## src/olspm_pkg.sv

```systemverilog
`default_nettype none
package olspm_pkg;
    localparam int SineDepthDefault = 256;
    localparam int PhaseBitsDefault = 16;
    localparam logic [15:0] FallbackBus = 16'd5120;
    localparam logic [15:0] HalfDuty = 16'd32768;

    localparam logic [2:0] RegAmplitude = 3'd0;
    localparam logic [2:0] RegPhaseStep = 3'd1;
    localparam logic [2:0] RegClampLo = 3'd2;
    localparam logic [2:0] RegClampHi = 3'd3;
    localparam logic [2:0] RegCurrentLimit = 3'd4;
    localparam logic [2:0] RegFilterAlpha = 3'd5;

    localparam logic [1:0] ModeIdle = 2'd0;
    localparam logic [1:0] ModePower = 2'd1;
    localparam logic [1:0] ModeError = 2'd2;

    typedef struct packed {
        logic [15:0] leg1_current;
        logic        leg1_valid;
        logic [15:0] leg2_current;
        logic        leg2_valid;
        logic [14:0] bus_voltage;
        logic        bus_valid;
        logic        run_request;
    } t_in_word;

    typedef struct packed {
        logic [15:0] duty_leg1;
        logic [15:0] duty_leg2;
        logic        outputs_enabled;
        logic [1:0]  mode_now;
        logic [15:0] reference_voltage;
    } t_out_word;

    typedef struct packed {
        logic load;     // capture the input word, hold samples, step filter/phase
        logic mult;     // compute the signed sine reference and record its sign
        logic mode;     // update mode, prepare divide
        logic div_step; // one quotient bit
        logic finish;   // apply duties, form result
    } t_cmd;

    typedef struct packed {
        logic div_done;
    } t_status;

    // quarter-wave sine entry, Q1.15
    function automatic logic [15:0] sine_entry(input logic [31:0] i, input int depth);
        logic [63:0] z, z2, t, s;
        z = (64'(i) * 64'd65536) / 64'(depth);
        z2 = (z * z) >> 16;
        t = 64'd42048 - ((z2 * 64'd4640) >> 16);
        t = 64'd102944 - ((z2 * t) >> 16);
        s = (z * t) >> 16;
        s = (s + 64'd1) >> 1;
        if (s > 64'd32767) s = 64'd32767;
        return s[15:0];
    endfunction
endpackage
`default_nettype wire

```

## src/olspm_ctrl.sv

```systemverilog
`default_nettype none
module olspm_ctrl (
    input  wire logic             i_clk,
    input  wire logic             i_rst_n,
    input  wire logic             i_in_valid,
    output logic                  o_in_ready,
    output logic                  o_out_valid,
    input  wire logic             i_out_ready,
    input  wire olspm_pkg::t_status i_status,
    output olspm_pkg::t_cmd       o_cmd
);
    import olspm_pkg::*;

    typedef enum logic [2:0] {
        S_IDLE, S_MULT, S_MODE, S_DIV, S_FIN, S_OUT
    } t_state;

    t_state r_state;

    always_comb begin
        o_cmd = '0;
        o_in_ready = (r_state == S_IDLE);
        o_cmd.load = (r_state == S_IDLE) && i_in_valid;
        o_cmd.mult = (r_state == S_MULT);
        o_cmd.mode = (r_state == S_MODE);
        o_cmd.div_step = (r_state == S_DIV);
        o_cmd.finish = (r_state == S_FIN);
        o_out_valid = (r_state == S_OUT);
    end

    always_ff @(posedge i_clk) begin
        if (!i_rst_n) begin
            r_state <= S_IDLE;
        end else begin
            case (r_state)
                S_IDLE: if (i_in_valid) r_state <= S_MULT;
                S_MULT: r_state <= S_MODE;
                S_MODE: r_state <= S_DIV;
                S_DIV: if (i_status.div_done) r_state <= S_FIN;
                S_FIN: r_state <= S_OUT;
                S_OUT: if (i_out_ready) r_state <= S_IDLE;
                default: r_state <= S_IDLE;
            endcase
        end
    end
endmodule
`default_nettype wire

```

## config.mk

```make
export PLATFORM = sky130hd
export DESIGN_NAME = olspm_ctrl
export DESIGN_NICKNAME = d
export VERILOG_FILES = /design/src/olspm_pkg.sv /design/src/olspm_ctrl.sv
export SDC_FILE = /design/constraint.sdc
export NUM_CORES = 1
export LEC_CHECK = 0
export BUFFER_PORTS_ARGS = -buffer_cell sky130_fd_sc_hd__buf_2
export CAP_MARGIN = 0
export CORE_AREA = 3 3 40 42
export CTS_BUF_LIST = sky130_fd_sc_hd__clkbuf_2 sky130_fd_sc_hd__clkbuf_4 sky130_fd_sc_hd__clkbuf_8
export CTS_CLUSTER_DIAMETER = 40
export DETAILED_ROUTE_END_ITERATION = 7
export DIE_AREA = 0 0 43 45
export PLACE_DENSITY = 0.42
export SLEW_MARGIN = 20
export SYNTH_ARGS = -nofsm -noshare
export SYNTH_HDL_FRONTEND = slang
export SYNTH_SLANG_ARGS = --single-unit
```

## constraint.sdc

```tcl
create_clock -name i_clk -period 1.18 [get_ports i_clk]
set_input_delay 0.059 -clock i_clk [delete_from_list [all_inputs] [get_ports i_clk]]
set_output_delay 0.059 -clock i_clk [all_outputs]
set_load 0.1 [all_outputs]
```

# Word level (Yosys, flattened, before mapping)
# Index checks and enable logic that the tools add are counted.
# op_classes
eq_ne	8
muxes	4
reduce_logical	3
# ops
cell	n
case mux 3 bit (6 select lines)	1
two-way mux 3 bit	3
equality test 3 x 2 -> 1 bit (second input constant)	2
equality test 3 bit (second input constant)	2
inequality test 2 bit (second input constant)	2
equality test 3 x 1 -> 1 bit (second input constant)	1
zero test 3 bit	1
AND reduction 3 bit	1
inequality test 2 x 1 -> 1 bit (second input constant)	1
logical AND 1 bit	1
# totals
regBits	3
inputBits	5
output_inout_bits	7
elab_cells	16

# Longest topological paths before layout
# depth
word_depth	3
depth_mapped	4
depth_no_buf	3

# Worst setup path before layout
# Ideal clock, no wire load.
# synth_timing
path_kind	register to output
startpoint	reg r_state[2]
endpoint	out o_cmd[2] (netlist name)
t_arrival_ns	2.644
t_required_ns	1.121
path_slack_ns	-1.523
path_stages_with_launch	3
path_cell_list	dfxtp_1 > buf_4 > nor3b_1
# synth_lines
element	line	text
start, declared	olspm_ctrl.sv:18	t_state r_state;
start signal, assigned	olspm_ctrl.sv:33	r_state <= S_IDLE;
start signal, assigned	olspm_ctrl.sv:36	S_IDLE: if (i_in_valid) r_state <= S_MULT;
start signal, assigned	olspm_ctrl.sv:37	S_MULT: r_state <= S_MODE;
end, declared	olspm_ctrl.sv:10	output olspm_pkg::t_cmd o_cmd

==> metrics <==
global routing usage on met3 under 10%; Slew Viols, Final 0; average cell area after synthesis slightly above 9 sq um; DP HPWL approximately 480 um; Routed WL roughly 670 um; Seq cells post-synth 3; fin nets between 50 and 60; M1 GR Usage under 10%; root buffer cell clkbuf_4; Regs by FF count r_state (3); Die Wd roughly 43 um; number of H-tree levels 1; Initial Util a little under a fifth; commonest non-fill, non-tap cell in the layout buf_12; share of layout cells above drive strength 1 about 78%; Pre-Repair DR Iteration Count 3; Layout Area Growth over Synthesis 116.0%; largest register by flop count r_state; number of distinct library cells after synthesis 17; Hold Buf Count CTS 0; status finished with violations; busiest grt layer met2; initial antenna violation count 0; internal power 0.0004433 W; die area just under 0.002 sq mm; startpoint types flip-flop; Skew-Pair Late Insertion Delay 0.23 ns; hold depth 2; DRC violations left 0; crit-path max FO 4; sequential power share 19.2%; wire per inst 11.23 um; routed vias 249; die height between 40 and 50 um; CTS sink count 3; Worst Skew 0.001412 ns; leakage power roughly 0.22 nW; post-route worst setup slack -0.03081 ns; failing checks setup timing; Post-DRT Antenna Nets 0; syn_nets 31; Critical Path RT around 1.1 ns; sequential fraction of the synthesis area roughly a quarter; crit path DAT around 1.2 ns; crit path capture type output port; post-route setup TNS -0.08791 ns; synth warn 0; cts bufs inserted 3; antenna fix cells 0; Total GRT Usage between 8 and 9%; vias in the first global route 250; Vias/cell ~4.2; total power between 0.0007 and 0.0008 W; max reg flops 3; Post-Syn Instances 26; sw frac a little over two fifths; row cnt 13; DP Area roughly 420 sq um; commonest non-fill, non-tap cells in the layout 8 x buf_12, 5 x buf_2, 5 x buf_4, 4 x clkbuf_4; Core Area 0.001285 sq mm; fin crit share 102.6%; # IOs 12; initial DRC count 6; first-pass GRT wire length roughly 1200 um; Hold WC Path Type input pin to flip-flop; Max Cap Viol 0; dpl cells 50; Reg clk slew, reported paths roughly 0.040 ns; synthesized area around 240 sq um; fin crit period about 1.2 ns; Final Cell Area 524.3 sq um; Global Route met2 Usage about 14%; Routability Congestion slightly below 0.7; # setup viols final 4; endpoints failing hold 0; maximum number of pins on one net before global-route repair 11; Psw 0.0003414 W; # fillers roughly 140; Logic pwr share between 50% and 60%; RSZ-0062 raised after global routing yes; worst reg-to-reg path cell count 5; Fmax between 800 and 900 MHz; Final Non-Filler Cells 60; Rel. slew slack between 80% and 90%; worst-margin pin slew approximately 0.22 ns; total power divided by cell area 1497 mW/mm^2; peak supply drop 0.0005287 V; clk buf depth 2; critical path class flip-flop to output port; GRT Residual Overflow 0; IO Port Bufs 11; Clock power frac approximately a quarter; final core occ 40.80%; CTS tree yes
-- stage by stage --
stage / hold WS, ns / setup WS [ns]
floorplan: 0.1872 / -0.6077
global placement: 0.3120 / 0.06358
detailed placement: 0.3237 / 0.02751
CTS: 0.08335 / -0.03512
global route: 0.08800 / -0.09368
finish: 0.09087 / -0.03081
-- critical path, cell delays in order (launching register included) --
cell and delay [ns]:
dfxtp_4 0.36, buf_12 0.13, nor3b_4 0.23, buf_12 0.20
-- cell usage after synthesis (all sizes together) --
master / count / area, sq um
nor2b: 1 / 6.260
and2: 2 / 13.77
nor2: 2 / 7.510
dfxtp: 3 / 60.06
o211a: 1 / 10.01
nand2b: 3 / 18.77
nor4b: 1 / 15.01
and3: 1 / 11.26
buf: 3 / 30.03
and3b: 1 / 10.01
nor3: 1 / 16.27
nand2: 1 / 3.750
a21oi: 3 / 15.01
nor3b: 2 / 15.01
mux2i: 1 / 10.01
-- final timing paths --
path                                start                      end  slack (ns)
hold / removal                    i_rst_n  r_state[2]$_SDFFE_PN0P_        0.09
setup reg to reg  r_state[2]$_SDFFE_PN0P_  r_state[0]$_SDFFE_PN0P_        0.11
hold reg to reg   r_state[0]$_SDFFE_PN0P_  r_state[1]$_SDFFE_PN0P_        0.60
setup / recovery  r_state[2]$_SDFFE_PN0P_                 o_cmd[3]       -0.03
-- area by class of cell --
cell class,instances,area (sq um),share of cell area (%)
repair buffers,18,222.7,42.48
multi-input cells,20,181.4,34.61
flip-flops and latches,3,71.32,13.60
clock buffers,4,30.03,5.728
well taps,15,18.77,3.580
-- metal layers --
layer	part of all wire [%]	vias up	wire, um
met5	0	-	0
met4	0	0	0
met3	8.3	0	56
met2	52	9	353
met1	39	113	264
li1	-	127	-
-- power groups by stage --
stage	combinational (W)	clock, W	sequential (W)
2_1_floorplan	0.000313	0	0.000119
3_3_place_gp	0.000408	0	0.000149
3_5_place_dp	0.000411	0	0.000151
4_1_cts	0.000439	0.000209	0.000151
5_1_grt	0.000454	0.000221	0.000155
6_report	0.000436	0.000198	0.000151
-- repair_timing --
action | CTS | global route
pin swaps | 2 | 1
setup buffers | 6 | 0
setup endpoints to repair | 7 | 7
gates resized for setup | 9 | 0
-- kinds of logic after synthesis --
kind of cell | count (synthesis) | synth area share, %
AO/OA/AOI/OAI | 4 | 10.31
buffers and inverters | 3 | 12.37
flip-flops | 3 | 24.74
multiplexers | 1 | 4.124
AND/OR/NAND/NOR | 15 | 48.46
Power figures use the tool's default switching activity.
